===== src/hdl/cif_regs.sv =====
// configuration registers behind the csr port
// depends on nothing but the port signals
`default_nettype none

module cif_regs (
   input  wire logic        clock,
   input  wire logic        reset,
   input  wire logic        csr_psel,
   input  wire logic        csr_penable,
   input  wire logic        csr_pwrite,
   input  wire logic [2:0]  csr_paddr,
   input  wire logic [31:0] csr_pwdata,
   output logic [31:0]      csr_prdata,
   output logic             csr_pready,
   output logic [16:0]      alpha,
   output logic [16:0]      share
);
   logic [16:0] alpha_ff, share_ff;
   logic        wr;

   assign csr_pready = 1'b1;
   assign wr = csr_psel && csr_penable && csr_pwrite && csr_pready;

   always_ff @(posedge clock) begin
      if (reset) begin
         alpha_ff <= 17'd3277;
         share_ff <= 17'd32768;
      end else if (wr) begin
         if (csr_paddr[2]) begin
            share_ff <= csr_pwdata[16:0];
         end else begin
            alpha_ff <= csr_pwdata[16:0];
         end
      end
   end

   assign csr_prdata = csr_paddr[2] ? {15'd0, share_ff} : {15'd0, alpha_ff};
   assign alpha = alpha_ff;
   assign share = share_ff;

endmodule

`default_nettype wire


===== config.mk =====
export PLATFORM = sky130hd
export DESIGN_NAME = cif_regs
export DESIGN_NICKNAME = d
export VERILOG_FILES = /design/src/hdl/cif_regs.sv
export SDC_FILE = /design/constraint.sdc
export NUM_CORES = 1
export LEC_CHECK = 0
export BUFFER_PORTS_ARGS = -buffer_cell sky130_fd_sc_hd__buf_2
export CAP_MARGIN = 20
export CORE_UTILIZATION = 45
export CTS_CLUSTER_DIAMETER = 50
export DETAILED_ROUTE_END_ITERATION = 12
export PLACE_DENSITY = 0.83
export REMOVE_ABC_BUFFERS = 1
export SETUP_SLACK_MARGIN = 0.4
export SYNTH_ARGS = -nofsm -noshare
export SYNTH_HDL_FRONTEND = slang
export SYNTH_SLANG_ARGS = --single-unit

===== constraint.sdc =====
create_clock -name clock -period 1.4 [get_ports clock]
set_input_delay 0.14 -clock clock [delete_from_list [all_inputs] [get_ports clock]]
set_output_delay 0.14 -clock clock [all_outputs]
set_load 0.02 [all_outputs]

==> Word-level counts from Yosys, hierarchy flattened <==
Cells that the tools add are included.
{ "word_totals": {"latchBits": 0, "ff_bits": 34, "ram_bits": 0, "rom_bits": 0, "elab_cells": 8, "mem_count": 0} }
{ "classes": {"magnitude_cmp": 0, "n_shift": 0, "n_eq_ne": 0, "add_sub_neg": 0, "mux": 1, "n_mul": 0, "bitwise": 1, "div_mod_pow": 0, "n_reduce_logical": 4} }
{ "ops": {"columns": ["operator", "count"], "rows": [
  ["$mux 17", 1],
  ["$reduce_and 2->1", 2],
  ["$logic_and 1x1->1", 2],
  ["$not 1->1", 1]
]} }

==> Logic depth before layout (Yosys ltp) <==
Gate-level depths: netlist (run 1).
{ "logic_depth": {"depth_word": 3, "ltp_mapped": 4} }

==> Worst setup path before layout (run 1) <==
OpenSTA, ideal clock, no wires.
{ "synth_path": {"kind": "input -> output", "from": "in csr_paddr[2]", "to": "out csr_prdata[10]", "t_arrival_ns": 0.849, "setup_slack_ns": 0.411, "path_buffers": 2, "cell_stages": 3, "path_cell_list": "buf_4 > buf_4 > mux2_2"} }
{ "synth_between": {"elab_chain_cells": 1} }
{ "synth_rtl": {"columns": ["element", "line", "text"], "rows": [
  ["start: declaration", "11", "input wire logic [2:0] csr_paddr,"],
  ["$mux 17", "37", "assign csr_prdata = csr_paddr[2] ? {15'd0, share_ff} : {15'd0, alpha_ff};"],
  ["end: declaration", "13", "output logic [31:0] csr_prdata,"]
]} }
No other way between the ends.

==> Worst setup path in the final report (run 1) <==
{ "layout_path": {"from": "reg alpha_ff[10] (netlist: alpha[10])", "to": "out csr_prdata[10]"} }
{ "layout_between": {"elab_chain_cells": 1} }
{ "layout_rtl": {"columns": ["element", "line", "text"], "rows": [
  ["start: declaration", "18", "logic [16:0] alpha_ff, share_ff;"],
  ["start signal: assignment", "32", "alpha_ff <= csr_pwdata[16:0];"],
  ["$mux 17", "37", null]
]} }
No other way between the ends.

==> results of run 1 <==
[flip-flops by register name (all words and copies together) (netlist names)]
name,cells
alpha,17
share,17
[worst min path at each step]
stage,depth (start not counted),end,slack [ps]
after floorplan,2,alpha[15],290
after CTS,3,share[0],110
after global routing,3,share[0],100
after detailed placement,3,share[10],420
after global placement,3,share[3],420
final,3,share[11],120
[worst reg2reg max path: stages, from the launching register on]
cell and delay [ps]:
dfxtp_2 320, buf_4 130, nor2_1 130, mux2i_1 90
[final cells by class]
| type | count | area share |
|---|---|---|
| multi-input combinational | 130 | 0.3546 |
| timing repair buffer | 103 | 0.3366 |
| sequential | 34 | 0.2598 |
| clock buffer | 7 | 0.02742 |
| tap | 48 | 0.02157 |
[synth_stat cells, drive strengths merged]
cell,number
nand4b,1
nor2,16
and4b,1
nand2b,43
and4,1
conb,2
dfxtp,34
nand4,1
buf,23
mux2,17
mux2i,34
clkbuf,4
[routing by layer]
metal	track usage	wire (um)
met4	0.07500	59
met5	0	0
met2	0.3542	2187
met1	0.2222	1734
met3	0.05986	226
[cell usage in the layout, fill, tap and decap left out, drive strengths merged]
cell type / netlist / routed
nand2b: 43 / 43
dfxtp: 34 / 34
nand4b: 1 / 1
and4b: 1 / 1
conb: 2 / 16
nand4: 1 / 1
mux2i: 34 / 34
clkbuf: 4 / 7
buf: 23 / 103
mux2: 17 / 17
nor2: 16 / 16
and4: 1 / 1
[metrics by stage]
| stage | cells | hold slack (ps) | cell area, um2 | utilization |
|---|---|---|---|---|
| finish | 322 | 118.8 | 2784 | 0.7437 |
| global route | 322 | 104.8 | 2784 | 0.7437 |
| CTS | 319 | 105.2 | 2525 | 0.6745 |
| detailed placement | 290 | 420.3 | 2130 | 0.5689 |
| global placement | 290 | 416.2 | 2130 | 0.5689 |
| floorplan | 164 | 294.7 | 1642 | - |
[power by group through the flow]
stage                     combinational, mW  sequential [mW]  clock (mW)
final                                 0.425             1.01       0.657
after global routing                  0.452             1.01       0.735
after CTS                             0.388             1.00       0.691
after detailed placement              0.330             1.03           0
after global placement                0.325             1.02           0
after floorplan                       0.171             1.05           0
[kinds of logic after synthesis]
| family | count (synthesis) | synth area share |
|---|---|---|
| muxes | 51 | 0.2982 |
| other | 2 | 0.004212 |
| buffers and inverters | 27 | 0.1088 |
| DFF | 34 | 0.3818 |
| and+or+nand+nor | 63 | 0.2070 |
[what timing repair did]
action                                  CTS  global route
setup buffers                            22             3
gates resized for setup                  67            73
endpoints found under the setup margin   17            39
==> run_results.csv, run 1 <==
group,metric,value,unit
detailed_routing,ant_nets,0,
floorplan,ios,107,
cells_and_area,nets,314,
synth,synthesis.area,1783,um2
synth,synthTopCellsByArea,"dfxtp_1 38%, mux2i_1 19%, nand2b_1 15%, mux2_2 11%, buf_4 8.0%",
timing,fin_ws,249.5,ps
synth,ys_ff_latch,34,
global_routing,antenna_found_initial,0,
min_path,hp-class,"primary input to flop",
placed_design,port_buffers,73,
pwr,peakVddDrop,0.4784,mV
floorplan,initial_utilization,0.4763,
critical_path,cp_max_fo,3,
pwr,p_per_area,750.8,nW/um2
synth,synth_cell_types,15,
critical_path,end_kind,"output port",
synth,synth_area_leader_cell,"dfxtp_1",
pwr,total_power,2.090,mW
timing,slew_violations,0,
run,maxCapViolCount,0,
detailed_routing,num_vias,1498,
global_routing,grt_usage,0.2000,
synth,netlist_instances,177,
cells_and_area,antennaDiodeCount,0,
cells_and_area,register_area,723.2,um2
cts,clk_pin_slew_worst_paths,60,ps
critical_path,crit_end,"csr_prdata[10]",
cts,clockBufferDepth,2,
global_routing,grt_max_degree,60,
critical_path,crit_slowest_cell,"dfxtp_2",
cells_and_area,multiInputGateArea,987.2,um2
placed_design,place.gp.congestion,0.6717,
synth,yosysSeqAreaShare,0.3818,
pwr,p_int,1.545,mW
cts,cts_root_buffer,"clkbuf_8",
critical_path,required,1260,ps
critical_path,cp-startpoint,"alpha[10]",
critical_path,path_cells,"mux2_4 -> buf_6",
global_routing,grt_pass1_vias,1373,
critical_path,max_stage_delay,330,ps
critical_path,worst-setup-path-type,"flop to output port",
timing,finalClockSkew,0,ps
cells_and_area,nFillCells,272,
cts,clock_sinks,34,
synth,syn_avg_cell_area,10.07,um2
cts,hold_buffers,0,
detailed_routing,first_iter_violations,47,
timing,period_share,0.8218,
critical_path,r2r_slack,600,ps
timing,fmax,869.2,MHz
pwr,p_sw,545.4,uW
timing,rsz0062_at_grt,"true",
placed_design,pre_cts_ws,186.3,ps
pwr,seqPwrFrac,0.482,
timing,tns,0,ps
cells_and_area,layout-drive-gt1-share,0.5839,
detailed_routing,wl,4208,um
critical_path,crit_path_start_kind,"flop",
critical_path,reg2regPathDepth,3,
critical_path,cp_num_buf_inv,1,
pwr,leakagePower,1.294,nW
critical_path,r2r_end,"alpha[3]",
pwr,p_sw_frac,0.2609,
detailed_routing,drc,0,
synth,synth.top_cell.area_share,0.3818,
timing,min_period,1150,ps
cells_and_area,area_growth,56.14,%
critical_path,path_depth,2,
critical_path,r2r-start,"alpha[3]",
global_routing,overflow,0,
pwr,clkPwrFrac,0.314,
floorplan,die_w,64.95,um
floorplan,die_h,64.95,um
detailed_routing,avgRoutedWirePerCell,13.07,um
outcome,status,"finished, final reports clean",
timing,setup_viol,0,
pwr,pwr-share-comb,0.203,
synth,yosysWarnings,0,
cts,cts_tree,"built",
floorplan,die-area,4218,um2
cts,numCtsBuffers,5,
timing,hold_viol_final,0,
cts,clkLatencyLatePin,280,ps
floorplan,core_area,3744,um2
detailed_routing,dr.pass1.iters,4,
global_routing,grt_pass1_wl,6285,um
floorplan,fp-row-count,22,
detailed_routing,viasPerCell,4.652,
placed_design,place_hpwl,2529,um
critical_path,arrival,1010,ps
cts,h-tree-depth,2,
critical_path,cp_top_family,"flip-flops",
min_path,hold_path.startpoint,"csr_pwdata[11]",
Power figures use the tool's default switching activity.
==> run 2, diff against run 1 <==
CORE_UTILIZATION = 43   (was 45)
PLACE_DENSITY = 0.8   (was 0.83)
clock period = 1.2 ns   (was 1.4 ns; I/O delays follow)
==> run 2 against run 1 <==
Setup slack got worse by 190 ps. Final cell count is 11% higher. Total power up 32%. Largest power group unchanged. Sequential power is 17% higher. Die area grew 4.5%. Sequential cell count unchanged. Highest routed layer unchanged.
==> run_results.csv, run 2 (synthesis gave the netlist of run 1 again) <==
group,metric,value,unit
cells_and_area,multiInputGateArea,1030,um2
timing,hold_viol_final,0,
critical_path,worst-setup-path-type,"flop to output port",
global_routing,grt_usage,0.2239,
run,maxCapViolCount,0,
cts,numCtsBuffers,5,
min_path,hp-class,"primary input to flop",
detailed_routing,num_vias,1655,
floorplan,fp-row-count,23,
global_routing,antenna_found_initial,0,
detailed_routing,wl,5049,um
cells_and_area,antennaDiodeCount,0,
pwr,leakagePower,1.556,nW
cells_and_area,layout_commonest_cell,"buf_6",
detailed_routing,avgRoutedWirePerCell,14.14,um
detailed_routing,dr.pass1.iters,4,
cts,clkLatencyLatePin,280,ps
floorplan,die-area,4408,um2
floorplan,die_h,66.39,um
outcome,status,"finished, final reports clean",
detailed_routing,viasPerCell,4.636,
critical_path,required,1080,ps
detailed_routing,ant_nets,0,
detailed_routing,drc,0,
placed_design,place.gp.congestion,0.6965,
cts,hold_buffers,0,
cts,h-tree-depth,2,
placed_design,port_buffers,73,
cells_and_area,finalNonFillerCells,357,
critical_path,end_kind,"output port",
placed_design,place_hpwl,2526,um
pwr,peakVddDrop,0.7051,mV
detailed_routing,first_iter_violations,51,
pwr,p_per_area,838.9,nW/um2
global_routing,overflow,0,
cts,clockBufferDepth,2,
timing,tns,0,ps
cells_and_area,layout-drive-gt1-share,0.6450,
timing,slew_violations,0,
cells_and_area,nFillCells,235,
global_routing,grt_max_degree,60,
critical_path,cp_max_fo,2,
cts,cts_tree,"built",
cts,clk_pin_slew_worst_paths,70,ps
timing,fmax,874.4,MHz
cells_and_area,utilization,0.8205,
cells_and_area,register_area,723.2,um2
cts,clock_sinks,34,
global_routing,grt_pass1_wl,7196,um
cts,cts_root_buffer,"clkbuf_8",
cells_and_area,mostFrequentLayoutCells,"92 x buf_6, 43 x nand2b_1, 34 x mux2i_1, 34 x dfxtp_2, 21 x buf_2",
timing,period_share,0.9530,
floorplan,core_area,4000,um2
cells_and_area,nets,346,
critical_path,arrival,1020,ps
global_routing,grt_pass1_vias,1526,
cells_and_area,area_growth,84.07,%
timing,min_period,1144,ps
floorplan,die_w,66.39,um
timing,setup_viol,0,
floorplan,ios,107,
timing,finalClockSkew,0,ps
floorplan,initial_utilization,0.4457,
critical_path,crit_path_start_kind,"flop",
placed_design,dp.cells,293,
timing,rsz0062_at_grt,"true",
pwr,total_power,2.753,mW
## run 2: cell count changes in the layout (fill, tap and decap cells not counted)
cell	delta
and4b_2	+1
mux2_4	+7
nor2_1	-2
clkbuf_1	-2
buf_4	+9
buf_12	+2
clkbuf_8	+3
and4b_1	-1
nor2_4	+2
buf_6	+33
buf_2	-12
mux2_2	-7
## run 2: path summary, 6_finish.rpt
| path | startpoint | endpoint | slack [ps] | cells after the start |
|---|---|---|---|---|
| setup / recovery | alpha[4] | csr_prdata[4] | 60 | 2 |
| hold / removal | csr_pwdata[6] | share[6] | 90 | 3 |
| setup reg to reg | alpha[13] | alpha[13] | 270 | 5 |
| hold reg to reg | share[5] | share[5] | 500 | 2 |
## run 2: what timing repair did
action | in CTS | in global routing
endpoints found under the setup margin | 53 | 59
resized for setup | 165 | 32
setup buffers | 35 | 21
pin swaps | 0 | 1
hold endpoints to repair | 0 | 0
## run 2: critical path, stage by stage (launching register included)
cell and delay, ps:
dfxtp_2 330, mux2_4 280, buf_6 130
## run 2: layout make-up
type,instances,area share
clock buffer,8,0.03355
multi-input combinational,130,0.3138
sequential,34,0.2204
tap,50,0.01906
timing repair buffer,135,0.4133
## run 2: layer usage
| layer | vias up | global-route usage | wire length [um] |
|---|---|---|---|
| li1 | 813 | - | - |
| met1 | 775 | 0.2351 | 2087 |
| met2 | 60 | 0.4286 | 2674 |
| met3 | 7 | 0.06034 | 234 |
| met4 | 0 | 0.06383 | 53 |
| met5 | - | 0 | 0 |
## run 2: power by group
part	internal (mW)	switching [mW]	leakage [nW]
logic	0.306	0.276	1.21
registers	1.16	0.0184	0.284
clock network	0.579	0.415	0.0575
## run 2: metrics by stage
stage	worst slack (ps)	cell area (um2)	hold slack [ps]
CTS	64.73	3007	83.15
finish	56.39	3282	93.59
floorplan	111.8	1642	274.7
detailed placement	63.14	2165	398.9
global placement	80.12	2165	395.2
global route	26.94	3282	88.52
==> run 3, diff against run 2 <==
CORE_MARGIN = 10   (was unset)
==> run 3 against run 2 <==
Wire length up 15%. Utilization down 2.7 points. Die area up 62%. Critical path type unchanged.
==> run_results.csv, run 3 (synthesis gave the netlist of run 1 again) <==
group,metric,value,unit
cts,hold_buffers,0,
cells_and_area,nets,333,
global_routing,grt_pass1_wl,8459,um
timing,tns,0,ps
pwr,peakVddDrop,0.5814,mV
floorplan,die_h,84.39,um
cts,clk_pin_slew_worst_paths,70,ps
cts,clockBufferDepth,2,
critical_path,end_kind,"output port",
detailed_routing,viasPerCell,4.752,
placed_design,place.gp.congestion,0.7437,
cells_and_area,layout_commonest_cell,"buf_6",
cells_and_area,antennaDiodeCount,0,
pwr,p_per_area,799.3,nW/um2
timing,rsz0062_at_grt,"true",
detailed_routing,avgRoutedWirePerCell,17.00,um
timing,min_period,1140,ps
critical_path,max_stage_delay,340,ps
critical_path,path_cells,"mux2_2 -> buf_6",
detailed_routing,first_iter_violations,69,
placed_design,place_hpwl,3409,um
cells_and_area,layout-drive-gt1-share,0.6416,
timing,fin_ws,59.70,ps
global_routing,grt_max_degree,60,
timing,finalClockSkew,0,ps
global_routing,overflow,0,
floorplan,die-area,7122,um2
critical_path,required,1080,ps
floorplan,ios,107,
detailed_routing,wl,5830,um
cells_and_area,nFillCells,244,
min_path,hp-class,"primary input to flop",
detailed_routing,num_vias,1630,
timing,period_share,0.9502,
floorplan,fp-row-count,23,
cts,h-tree-depth,2,
critical_path,arrival,1020,ps
global_routing,grt_pass1_vias,1685,
critical_path,cp_top_family,"flip-flops",
cells_and_area,mostFrequentLayoutCells,"90 x buf_6, 40 x nand2b_1, 34 x dfxtp_2, 32 x mux2i_1, 21 x buf_2",
timing,hold_viol_final,0,
timing,setup_viol,0,
cells_and_area,area_growth,77.96,%
detailed_routing,dr.pass1.iters,4,
cts,numCtsBuffers,5,
cts,cts_tree,"built",
floorplan,core_area,4000,um2
timing,worst_hold_slack,100.1,ps
placed_design,port_buffers,73,
cts,clock_sinks,34,
critical_path,cp_num_buf_inv,1,
run,maxCapViolCount,0,
critical_path,worst-setup-path-type,"flop to output port",
timing,fmax,877.0,MHz
placed_design,pre_cts_ws,80.95,ps
pwr,leakagePower,1.461,nW
detailed_routing,ant_nets,0,
global_routing,grt_usage,0.1452,
critical_path,cp_max_fo,2,
detailed_routing,drc,0,
critical_path,crit_slowest_cell,"dfxtp_2",
critical_path,crit_path_start_kind,"flop",
outcome,status,"finished, final reports clean",
timing,slew_violations,0,
floorplan,initial_utilization,0.4457,
cts,clkLatencyLatePin,280,ps
cells_and_area,postLayoutCellArea,3173,um2
global_routing,antenna_found_initial,0,
cts,cts_root_buffer,"clkbuf_8",
placed_design,placed_area,2157,um2
floorplan,die_w,84.39,um
## run 3: layout make-up
cell class / instances / area [um2] / share of cell area
Clock buffer: 7 / 76.32 / 0.02405
Multi-Input combinational cell: 130 / 1032 / 0.3253
Sequential cell: 34 / 723.2 / 0.2279
Tap cell: 50 / 62.56 / 0.01972
Timing Repair Buffer: 122 / 1279 / 0.4030
## run 3: worst paths after layout
kind,cells past startpoint,from,to,slack (ps)
min reg2reg,2,share[9],share[9],490
max,2,alpha[12],csr_prdata[12],60
max reg2reg,6,share[2],share[2],230
min,3,csr_pwdata[3],share[3],100
## run 3: timing repair
| item | in CTS | in global routing |
|---|---|---|
| pin swaps | 0 | 2 |
| setup endpoints to repair | 53 | 75 |
| cloned | 1 | 0 |
| buffers inserted | 22 | 21 |
| gates resized for setup | 143 | 54 |
## run 3: stage by stage
step           instances  utilization  power (mW)
4_1_cts              322       0.7050       2.483
3_5_place_dp         292       0.5393       1.594
5_1_grt              343       0.7932       2.643
2_1_floorplan        164            -       1.424
6_report             343       0.7932       2.536
3_3_place_gp         292       0.5393       1.588
## run 3: where the power goes
part           switching [mW]  internal (mW)  total (mW)
Combinational           0.277          0.296       0.573
Sequential             0.0205           1.16        1.18
Clock                   0.385          0.399       0.784
Total                   0.683           1.85        2.54
## run 3: layer usage
| metal | global-route usage | routed length, um |
|---|---|---|
| met3 | 0.06377 | 347 |
| met5 | 0 | 0 |
| met2 | 0.2642 | 3202 |
| met1 | 0.1423 | 2223 |
| met4 | 0.05240 | 57 |
## run 3: tightest hold or removal path, delay by kind of cell
kind,cells,cell delay (ps)
buffers and inverters,1,100
multiplexers,1,60
AND/OR/NAND/NOR,1,60
