--- config.mk ---
export PLATFORM = sky130hd
export DESIGN_NAME = cif_ctrl
export DESIGN_NICKNAME = d
export VERILOG_FILES = /design/src/hdl/cif_pkg.sv /design/src/hdl/cif_ctrl.sv
export SDC_FILE = /design/constraint.sdc
export NUM_CORES = 1
export LEC_CHECK = 0
export BUFFER_PORTS_ARGS = -buffer_cell sky130_fd_sc_hd__buf_2
export CAP_MARGIN = 10
export CORE_MARGIN = 1
export CORE_UTILIZATION = 45
export CTS_CLUSTER_SIZE = 12
export DETAILED_ROUTE_END_ITERATION = 12
export PLACE_DENSITY_LB_ADDON = 0.25
export SYNTH_ARGS = -nofsm -noshare
export SYNTH_HDL_FRONTEND = slang
export SYNTH_SLANG_ARGS = --single-unit
--- constraint.sdc ---
create_clock -name clock -period 2.55 [get_ports clock]
set_clock_uncertainty 0.1 [all_clocks]
set_input_delay 0.1275 -clock clock [delete_from_list [all_inputs] [get_ports clock]]
set_output_delay 0.1275 -clock clock [all_outputs]
set_load 0.01 [all_outputs]
--- src/hdl/cif_pkg.sv ---
// shared types and constants for the credible interval finder
// used by cif_ctrl, cif_dp and the top level
`default_nettype none

package cif_pkg;

   localparam int CIF_MAX_POINTS = 1024;

   typedef enum logic [4:0] {
      OP_NOP,
      OP_DIFF,
      OP_SEGMUL,
      OP_AREA,
      OP_CUT0,
      OP_CUT1,
      OP_CUT2,
      OP_QH,
      OP_QL,
      OP_QE,
      OP_WINIT,
      OP_RD,
      OP_SHIFT,
      OP_SEGSET,
      OP_CHECK,
      OP_DIVT,
      OP_DIVU,
      OP_DIVSTEP,
      OP_TSET,
      OP_SQ,
      OP_SQSET,
      OP_SQRT0,
      OP_SQRTSTEP,
      OP_DEN,
      OP_NUM,
      OP_OFFMUL,
      OP_UPPER,
      OP_EMIT
   } op_type;

   typedef enum logic [1:0] {
      Q_LOW,
      Q_HIGH,
      Q_DISC0,
      Q_DISC1
   } qsel_type;

   typedef struct packed {
      logic     take;
      op_type   op;
      qsel_type qsel;
   } cmd_type;

   typedef struct packed {
      logic last;
      logic seg_needed;
      logic area_pos;
      logic walk_first;
      logic walk_end;
      logic hi_found;
      logic div_done;
      logic sqrt_done;
      logic out_free;
   } sts_type;

endpackage

`default_nettype wire

--- src/hdl/cif_ctrl.sv ---
// sequencer for load, normalize, walk and quadratic solve
// depends on cif_pkg; drives cif_dp through cmd_type
`default_nettype none

module cif_ctrl (
   input  wire logic             clock,
   input  wire logic             reset,
   input  wire logic             req_tvalid,
   output logic                  req_tready,
   input  wire cif_pkg::sts_type sts,
   output cif_pkg::cmd_type      cmd
);
   import cif_pkg::*;

   typedef enum logic [31:0] {
      S_IDLE     = 32'h0000_0001,
      S_DIFF     = 32'h0000_0002,
      S_SEGMUL   = 32'h0000_0004,
      S_AREA     = 32'h0000_0008,
      S_FIN      = 32'h0000_0010,
      S_CUT0     = 32'h0000_0020,
      S_CUT1     = 32'h0000_0040,
      S_CUT2     = 32'h0000_0080,
      S_QH       = 32'h0000_0100,
      S_QL       = 32'h0000_0200,
      S_QE       = 32'h0000_0400,
      S_WINIT    = 32'h0000_0800,
      S_RD       = 32'h0000_1000,
      S_SHIFT    = 32'h0000_2000,
      S_WDIFF    = 32'h0000_4000,
      S_WMUL     = 32'h0000_8000,
      S_WSEG     = 32'h0001_0000,
      S_WCHK     = 32'h0002_0000,
      S_DIVT     = 32'h0004_0000,
      S_DIVT_RUN = 32'h0008_0000,
      S_TSET     = 32'h0010_0000,
      S_SQ       = 32'h0020_0000,
      S_SQSET    = 32'h0040_0000,
      S_SQRT0    = 32'h0080_0000,
      S_SQRT     = 32'h0100_0000,
      S_DEN      = 32'h0200_0000,
      S_NUM      = 32'h0400_0000,
      S_DIVU     = 32'h0800_0000,
      S_DIVU_RUN = 32'h1000_0000,
      S_OFFMUL   = 32'h2000_0000,
      S_UPPER    = 32'h4000_0000,
      S_EMIT     = 32'h8000_0000
   } state_type;

   state_type state_ff, state_in;
   qsel_type  qsel_ff, qsel_in;
   op_type    op;

   always_comb begin
      state_in = state_ff;
      qsel_in  = qsel_ff;
      op       = OP_NOP;
      case (state_ff)
         S_IDLE: begin
            if (req_tvalid) state_in = S_DIFF;
         end
         S_DIFF: begin
            op = OP_DIFF;
            if (sts.seg_needed) state_in = S_SEGMUL;
            else if (sts.last) state_in = S_FIN;
            else state_in = S_IDLE;
         end
         S_SEGMUL: begin
            op = OP_SEGMUL;
            state_in = S_AREA;
         end
         S_AREA: begin
            op = OP_AREA;
            state_in = sts.last ? S_FIN : S_IDLE;
         end
         S_FIN: begin
            state_in = sts.area_pos ? S_CUT0 : S_EMIT;
         end
         S_CUT0: begin
            op = OP_CUT0;
            state_in = S_CUT1;
         end
         S_CUT1: begin
            op = OP_CUT1;
            state_in = S_CUT2;
         end
         S_CUT2: begin
            op = OP_CUT2;
            qsel_in = Q_LOW;
            state_in = S_QH;
         end
         S_QH: begin
            op = OP_QH;
            state_in = S_QL;
         end
         S_QL: begin
            op = OP_QL;
            state_in = S_QE;
         end
         S_QE: begin
            op = OP_QE;
            case (qsel_ff)
               Q_LOW: begin
                  qsel_in = Q_HIGH;
                  state_in = S_QH;
               end
               Q_HIGH: state_in = S_WINIT;
               Q_DISC0: begin
                  qsel_in = Q_DISC1;
                  state_in = S_SQ;
               end
               default: state_in = S_SQRT0;
            endcase
         end
         S_WINIT: begin
            op = OP_WINIT;
            state_in = S_RD;
         end
         S_RD: begin
            op = OP_RD;
            state_in = S_SHIFT;
         end
         S_SHIFT: begin
            op = OP_SHIFT;
            state_in = sts.walk_first ? S_RD : S_WDIFF;
         end
         S_WDIFF: begin
            op = OP_DIFF;
            state_in = S_WMUL;
         end
         S_WMUL: begin
            op = OP_SEGMUL;
            state_in = S_WSEG;
         end
         S_WSEG: begin
            op = OP_SEGSET;
            state_in = S_WCHK;
         end
         S_WCHK: begin
            op = OP_CHECK;
            state_in = S_RD;
         end
         S_DIVT: begin
            op = OP_DIVT;
            state_in = S_DIVT_RUN;
         end
         S_DIVT_RUN: begin
            if (sts.div_done) state_in = S_TSET;
            else op = OP_DIVSTEP;
         end
         S_TSET: begin
            op = OP_TSET;
            qsel_in = Q_DISC0;
            state_in = S_SQ;
         end
         S_SQ: begin
            op = OP_SQ;
            state_in = S_SQSET;
         end
         S_SQSET: begin
            op = OP_SQSET;
            state_in = S_QH;
         end
         S_SQRT0: begin
            op = OP_SQRT0;
            state_in = S_SQRT;
         end
         S_SQRT: begin
            if (sts.sqrt_done) state_in = S_DEN;
            else op = OP_SQRTSTEP;
         end
         S_DEN: begin
            op = OP_DEN;
            state_in = S_NUM;
         end
         S_NUM: begin
            op = OP_NUM;
            state_in = S_DIVU;
         end
         S_DIVU: begin
            op = OP_DIVU;
            state_in = S_DIVU_RUN;
         end
         S_DIVU_RUN: begin
            if (sts.div_done) state_in = S_OFFMUL;
            else op = OP_DIVSTEP;
         end
         S_OFFMUL: begin
            op = OP_OFFMUL;
            state_in = S_UPPER;
         end
         S_UPPER: begin
            op = OP_UPPER;
            state_in = S_EMIT;
         end
         S_EMIT: begin
            if (sts.out_free) begin
               op = OP_EMIT;
               state_in = S_IDLE;
            end
         end
         default: state_in = S_IDLE;
      endcase
      // walk end is decided after the check of the last segment
      if (state_ff == S_WCHK && sts.walk_end) state_in = sts.hi_found ? S_DIVT : S_EMIT;
   end

   always_ff @(posedge clock) begin
      if (reset) begin
         state_ff <= S_IDLE;
         qsel_ff  <= Q_LOW;
      end else begin
         state_ff <= state_in;
         qsel_ff  <= qsel_in;
      end
   end

   assign req_tready = (state_ff == S_IDLE);
   assign cmd.take   = req_tready && req_tvalid;
   assign cmd.op     = op;
   assign cmd.qsel   = qsel_ff;

endmodule

`default_nettype wire

# Yosys cells after proc, flatten, opt, wreduce, memory -nomap -nowiden
# Cells that the tools add are included.
op_classes:
  addsub: 0
  mul: 0
  n_div: 0
  magnitude_cmp: 0
  eq_ne: 40
  shift: 0
  n_mux: 19
  bitwise: 0
  n_reduce_logical: 11
op_table:
  columns: ["operator", "n"]
  rows:
  - ["one-hot mux 32 bit (30 select lines)", 1]
  - ["2-to-1 mux 32 bit", 8]
  - ["one-hot mux 5 bit (27 select lines)", 1]
  - ["one-hot mux 24 bit (3 select lines)", 1]
  - ["equality test 32 x 1 -> 1 bit (second input constant)", 1]
  - ["equality test 32 x 10 -> 1 bit (second input constant)", 1]
  - ["equality test 32 x 11 -> 1 bit (second input constant)", 1]
  - ["equality test 32 x 12 -> 1 bit (second input constant)", 1]
  - ["equality test 32 x 13 -> 1 bit (second input constant)", 1]
  - ["equality test 32 x 14 -> 1 bit (second input constant)", 1]
  - ["equality test 32 x 15 -> 1 bit (second input constant)", 1]
  - ["equality test 32 x 16 -> 1 bit (second input constant)", 1]
  - ["equality test 32 x 17 -> 1 bit (second input constant)", 1]
  - ["equality test 32 x 18 -> 1 bit (second input constant)", 1]
  - ["equality test 32 x 19 -> 1 bit (second input constant)", 1]
  - ["equality test 32 x 2 -> 1 bit (second input constant)", 1]
  - ["equality test 32 x 20 -> 1 bit (second input constant)", 1]
  - ["equality test 32 x 21 -> 1 bit (second input constant)", 1]
  - ["equality test 32 x 22 -> 1 bit (second input constant)", 1]
  - ["equality test 32 x 23 -> 1 bit (second input constant)", 1]
  - ["equality test 32 x 24 -> 1 bit (second input constant)", 1]
  - ["equality test 32 x 25 -> 1 bit (second input constant)", 1]
  - ["equality test 32 x 26 -> 1 bit (second input constant)", 1]
  - ["equality test 32 x 27 -> 1 bit (second input constant)", 1]
  - ["other kinds (26)", 39]
word_totals:
  ff_bits: 34
  latchBits: 0
  mem_bits_rw: 0
  mem_bits_ro: 0
  input_bits: 12
  out_inout_bits: 9
  word_cells: 72
  mem_count: 0

# Longest topological paths before layout
logic_depth:
  depth_word: 4
  mapped_depth: 9
  mapped_depth_nobuf: 7

# Worst setup path before layout
# No wires, ideal clock.
synth_timing:
  path_type: "register to register"
  startpoint: "register state_ff[31]"
  endpoint: "register state_ff[0]"
  setup_time_ps: 57
  arrival_time_ps: 2198
  t_required_ps: 2393
  slack_ps: 195
  path_stages_with_launch: 10
  n_path_buf: 2
  synth_period_minus_slack_ps: 2355
  path_cell_list: "dfxtp_1 -> buf_4 -> nor4_4 -> nand4_4 -> buf_6 -> nor2_4 -> nand2_2 -> or4_1 -> o22ai_1 -> a21o_1"
synth_via:
  elab_chain_len: 4
  word_cells_on_any_way: 43
  classes_between: "eq/ne (37); mux (2); reduce/logical (4)"
synth_lines:
  columns: ["element", "line", "source"]
  rows:
  - ["start, declared", "cif_ctrl.sv:50", "state_type state_ff, state_in;"]
  - ["start signal, assigned", "cif_ctrl.sv:213", "state_ff <= state_in;"]
  - ["equality test 32 x 23 -> 1 bit (tied with other cells)", "cif_ctrl.sv:58", "case (state_ff)"]
  - ["OR reduction 2 bit (no source line) or logical AND 1 bit (tied branches)", null, null]
  - ["one-hot mux 32 bit (30 select lines) (tied with other cells)", "cif_ctrl.sv:58", null]
  - ["2-to-1 mux 32 bit or AND reduction 5 bit (tied branches)", null, null]
# Several ways; a longest one is shown, not always the timed one.
# A chain may end at the register's enable or synchronous reset.

==> results.rst <==
.. list-table::
   :header-rows: 1

   * - Metric
     - Value
   * - Run status
     - complete, no violations
   * - Hold path startpoint
     - sts[6]
   * - Area share of the largest cell type after synthesis
     - 0.290
   * - Number of warnings issued by yosys
     - 0
   * - Finish-stage setup viols
     - 0
   * - Ratio of cells with drive above 1 in the final layout
     - 0.433
   * - Total via count after detailed routing
     - 2621
   * - Post-synthesis instance total
     - 283
   * - TritonCTS clock tree
     - built
   * - Part of the total power dissipated in the clock network
     - 0.322
   * - Post-detail-place hpwl
     - 5.11 mm
   * - CTS H-Tree Depth
     - 2
   * - Synth Register Bits
     - 34
   * - DIE HEIGHT
     - 74.2 um
   * - Element type at the critical path end
     - output port
   * - Area growth from synthesis to final layout
     - 41.2%
   * - Count leader, synth
     - sky130_fd_sc_hd__dfxtp_1
   * - Crit share post-route
     - 0.994
   * - Die footprint
     - 5510 um^2
   * - Portion of total power attributed to sequential cells
     - 0.413
   * - Number of buffer and inverter instances along the worst setup path
     - 2
   * - Maximum number of pins on one net before global-route repair
     - 30
   * - Total CTS buffers
     - 5
   * - Share of total power consumed by net switching
     - 0.309
   * - Sequential cell area fraction in the yosys report
     - 0.290
   * - Number of enable-type register cells in the synthesized netlist
     - 0
   * - Library cells used by synthesis
     - 55
   * - Family of cells with the greatest summed delay on the critical path
     - simple AND/OR/NAND/NOR gates
   * - Delay of the slowest critical-path stage
     - 0.43 ns
   * - RSZ-0062 raised after global routing
     - true
   * - Fraction of registers with async set or reset after synthesis
     - 0
   * - Standard-cell rows
     - 25
   * - Detailed-router iteration count before antenna repair
     - 6
   * - Clock Sink Count
     - 34
   * - Tightest slew margin relative to the limit
     - 0.602
   * - Final worst path period need
     - 2.54 ns
   * - Placement Setup Slack
     - 0.0808 ns
   * - Area contributors post-synth
     - sky130_fd_sc_hd__dfxtp_1 29%, sky130_fd_sc_hd__nor4_4 7.2%, sky130_fd_sc_hd__nor2_1 4.8%
   * - Count of final hold-check violations
     - 0
   * - First-pass GRT wire length
     - 10.9 mm
   * - Fin util
     - 0.680
   * - CP cell instances
     - nor4_4, buf_4, nand2_4, or3_4, nor2_4, nand4b_1, or4b_4, buf_6
   * - Number of port buffers
     - 20
   * - Req. time, crit path
     - 2.32 ns
   * - Top-level I/O count
     - 21
   * - Largest fanout of any net on the critical path
     - 5
   * - GRT Util Overall
     - 0.266
   * - Critical path startpoint
     - state_ff[15]
   * - Antenna violations before repair
     - 0
   * - Pwr/cell area
     - 397 nW/um^2
   * - Library cell occupying the most area in the post-synthesis netlist
     - sky130_fd_sc_hd__dfxtp_1
   * - Signal arrival time at the worst endpoint
     - 2.31 ns
   * - DR iter-0 viols
     - 289
   * - Achievable frequency
     - 0.394 GHz
   * - Measured slew at the worst slew-check pin
     - 0.591 ns
   * - Via count of the first global-routing pass
     - 2320
   * - Maximum clock insertion buffer count
     - 2
   * - Power dissipated by switching net loads
     - 0.407 mW
   * - Routed WL
     - 7.66 mm
   * - Std-Cell Core Area
     - 4880 um^2
   * - Sum of overflow across all layers after global routing
     - 0
   * - Initial core utilization
     - 0.481
   * - Avg WL per Cell
     - 17.8 um
   * - Most instantiated cells after synthesis
     - 34 x sky130_fd_sc_hd__dfxtp_1, 30 x sky130_fd_sc_hd__nor2_1, 21 x sky130_fd_sc_hd__nor3_1
   * - Mean instance size in the synthesized netlist
     - 8.30 um^2
   * - Post-synthesis instance area
     - 2350 um^2
   * - Clock transition at path regs
     - 0.07 ns
   * - Static Leak
     - 1.33 nW
   * - Portion of total power attributed to combinational logic
     - 0.265
   * - Total internal power
     - 0.911 mW
   * - Most used flip-flop cell after synthesis
     - sky130_fd_sc_hd__dfxtp_1
   * - DR DRC count
     - 0
   * - Final-layout fill cell count
     - 397
   * - Largest vdd supply drop
     - 0.000268 V
   * - Syn nets
     - 295
   * - Via-per-instance ratio
     - 6.10
   * - Max stage delay cell, worst path
     - sky130_fd_sc_hd__or3_4
   * - Max-capacitance violation count
     - 0
   * - Critical path launch point type
     - register
   * - Worst min-delay path class
     - input port to register
   * - Residual antenna-violating net count after detailed routing
     - 0
   * - Slew Viols, Final
     - 0
   * - Total Nets Final
     - 374
   * - Root buffer selected by CTS
     - sky130_fd_sc_hd__clkbuf_8
   * - Die width
     - 74.2 um
   * - Setup CP Type
     - register to output port
   * - Final weighted congestion in routability-driven placement
     - 0.949
   * - Reg-to-reg startpoint
     - state_ff[15]
   * - Clock latency at the later pin of the worst-skew pair
     - 0.30 ns
   * - Antenna fix cells
     - 0
   * - Slack of the critical path
     - 0.0144 ns
## kinds of logic after synthesis
logic type | share of synthesized area
xor+xnor | 0.0298
flops | 0.290
mux | 0.00852
buf+inv | 0.0490
compound gates | 0.115
simple gates | 0.508
## through the flow
stage / area [um^2] / setup TNS (ns) / instances / hold WS [ns] / power [mW]
CTS: 3010 / -0.00110 / 409 / 0.00872 / 1.27
global route: 3320 / -0.215 / 430 / 0.00785 / 1.37
finish: 3320 / 0 / 430 / 0.00348 / 1.32
global placement: 2740 / 0 / 392 / 0.250 / 0.819
detailed placement: 2740 / 0 / 392 / 0.252 / 0.824
floorplan: 2350 / 0 / 283 / 0.104 / 0.719
## metal layers
| layer | GRT usage | wire length, um | part of all wire |
|---|---|---|---|
| met1 | 0.331 | 3180 | 0.41 |
| met2 | 0.432 | 3600 | 0.47 |
| met3 | 0.0434 | 488 | 0.064 |
| met4 | 0.164 | 392 | 0.051 |
| met5 | 0 | 0 | 0 |
## worst paths after layout
kind / cells after the start / slack, ns / endpoint
worst max-delay path: 8 / 0.01 / cmd[5]
worst min-delay path: 2 / 0.003 / state_ff[5]
worst max register to register: 8 / 0.08 / state_ff[25]
worst min register to register: 1 / 0.38 / state_ff[11]
## registers in the layout, indices dropped and copies added, names as in the netlist
name,count
qsel_ff,2
state_ff,32
## what timing repair did
| action | 4_1_cts | 5_1_grt |
|---|---|---|
| pin swaps | 16 | 25 |
| buffers inserted | 8 | 21 |
| gates resized for setup | 29 | 36 |
| hold buffers | 1 | 0 |
| endpoints found under the setup margin | 5 | 6 |
| hold endpoints to repair | 1 | 0 |
## power groups by stage
stage	clock, mW	combinational [mW]	sequential (mW)
after floorplan	0	0.155	0.564
after global placement	0	0.258	0.561
after detailed placement	0	0.263	0.561
after CTS	0.423	0.303	0.548
after global routing	0.448	0.375	0.544
final	0.424	0.349	0.544
## cell type report
cell class,instances,area (um^2),area share
clock buffers,7,86.3,0.0260
multi-input cells,224,1760,0.531
well taps,67,83.8,0.0253
inverters,7,26.3,0.00792
flip-flops and latches,34,708,0.214
repair buffers,90,646,0.195
clock inverters,1,5.00,0.00151
## placed cells by master (no fill, tap or decap), types with 4 or more instances in the layout
cell,netlist,routed
sky130_fd_sc_hd__nand4b_1,10,10
sky130_fd_sc_hd__buf_4,1,66
sky130_fd_sc_hd__dfxtp_2,0,7
sky130_fd_sc_hd__buf_2,1,19
sky130_fd_sc_hd__dfxtp_1,34,22
sky130_fd_sc_hd__and2_1,4,4
sky130_fd_sc_hd__buf_6,2,4
sky130_fd_sc_hd__nor2_4,1,4
sky130_fd_sc_hd__nand3b_1,5,5
sky130_fd_sc_hd__nand2_2,2,5
sky130_fd_sc_hd__nor3_1,21,18
sky130_fd_sc_hd__xor2_1,7,7
sky130_fd_sc_hd__nor2_1,30,26
sky130_fd_sc_hd__or3_4,1,4
sky130_fd_sc_hd__a21oi_1,11,10
sky130_fd_sc_hd__nand2_1,19,14
sky130_fd_sc_hd__nor4_4,8,12
sky130_fd_sc_hd__dfxtp_4,0,5
sky130_fd_sc_hd__nor4b_1,11,9
sky130_fd_sc_hd__nand2b_1,5,5
sky130_fd_sc_hd__nor4_1,12,7
sky130_fd_sc_hd__inv_1,7,7
sky130_fd_sc_hd__nor3b_1,8,8
sky130_fd_sc_hd__nand4_1,6,6
sky130_fd_sc_hd__o21ai_0,14,11
sky130_fd_sc_hd__clkbuf_8,0,6
sky130_fd_sc_hd__nand3_1,7,6
## worst reg2reg max path: stages (launching register included)
cell and delay (ns):
sky130_fd_sc_hd__dfxtp_4 0.36, sky130_fd_sc_hd__nor4_4 0.32, sky130_fd_sc_hd__buf_4 0.21, sky130_fd_sc_hd__nand2_4 0.07, sky130_fd_sc_hd__or3_4 0.43, sky130_fd_sc_hd__or3b_1 0.41
sky130_fd_sc_hd__nand4_2 0.15, sky130_fd_sc_hd__o21ai_2 0.10, sky130_fd_sc_hd__nor4b_2 0.23
Note: power is estimated with default switching activity, not from simulation.
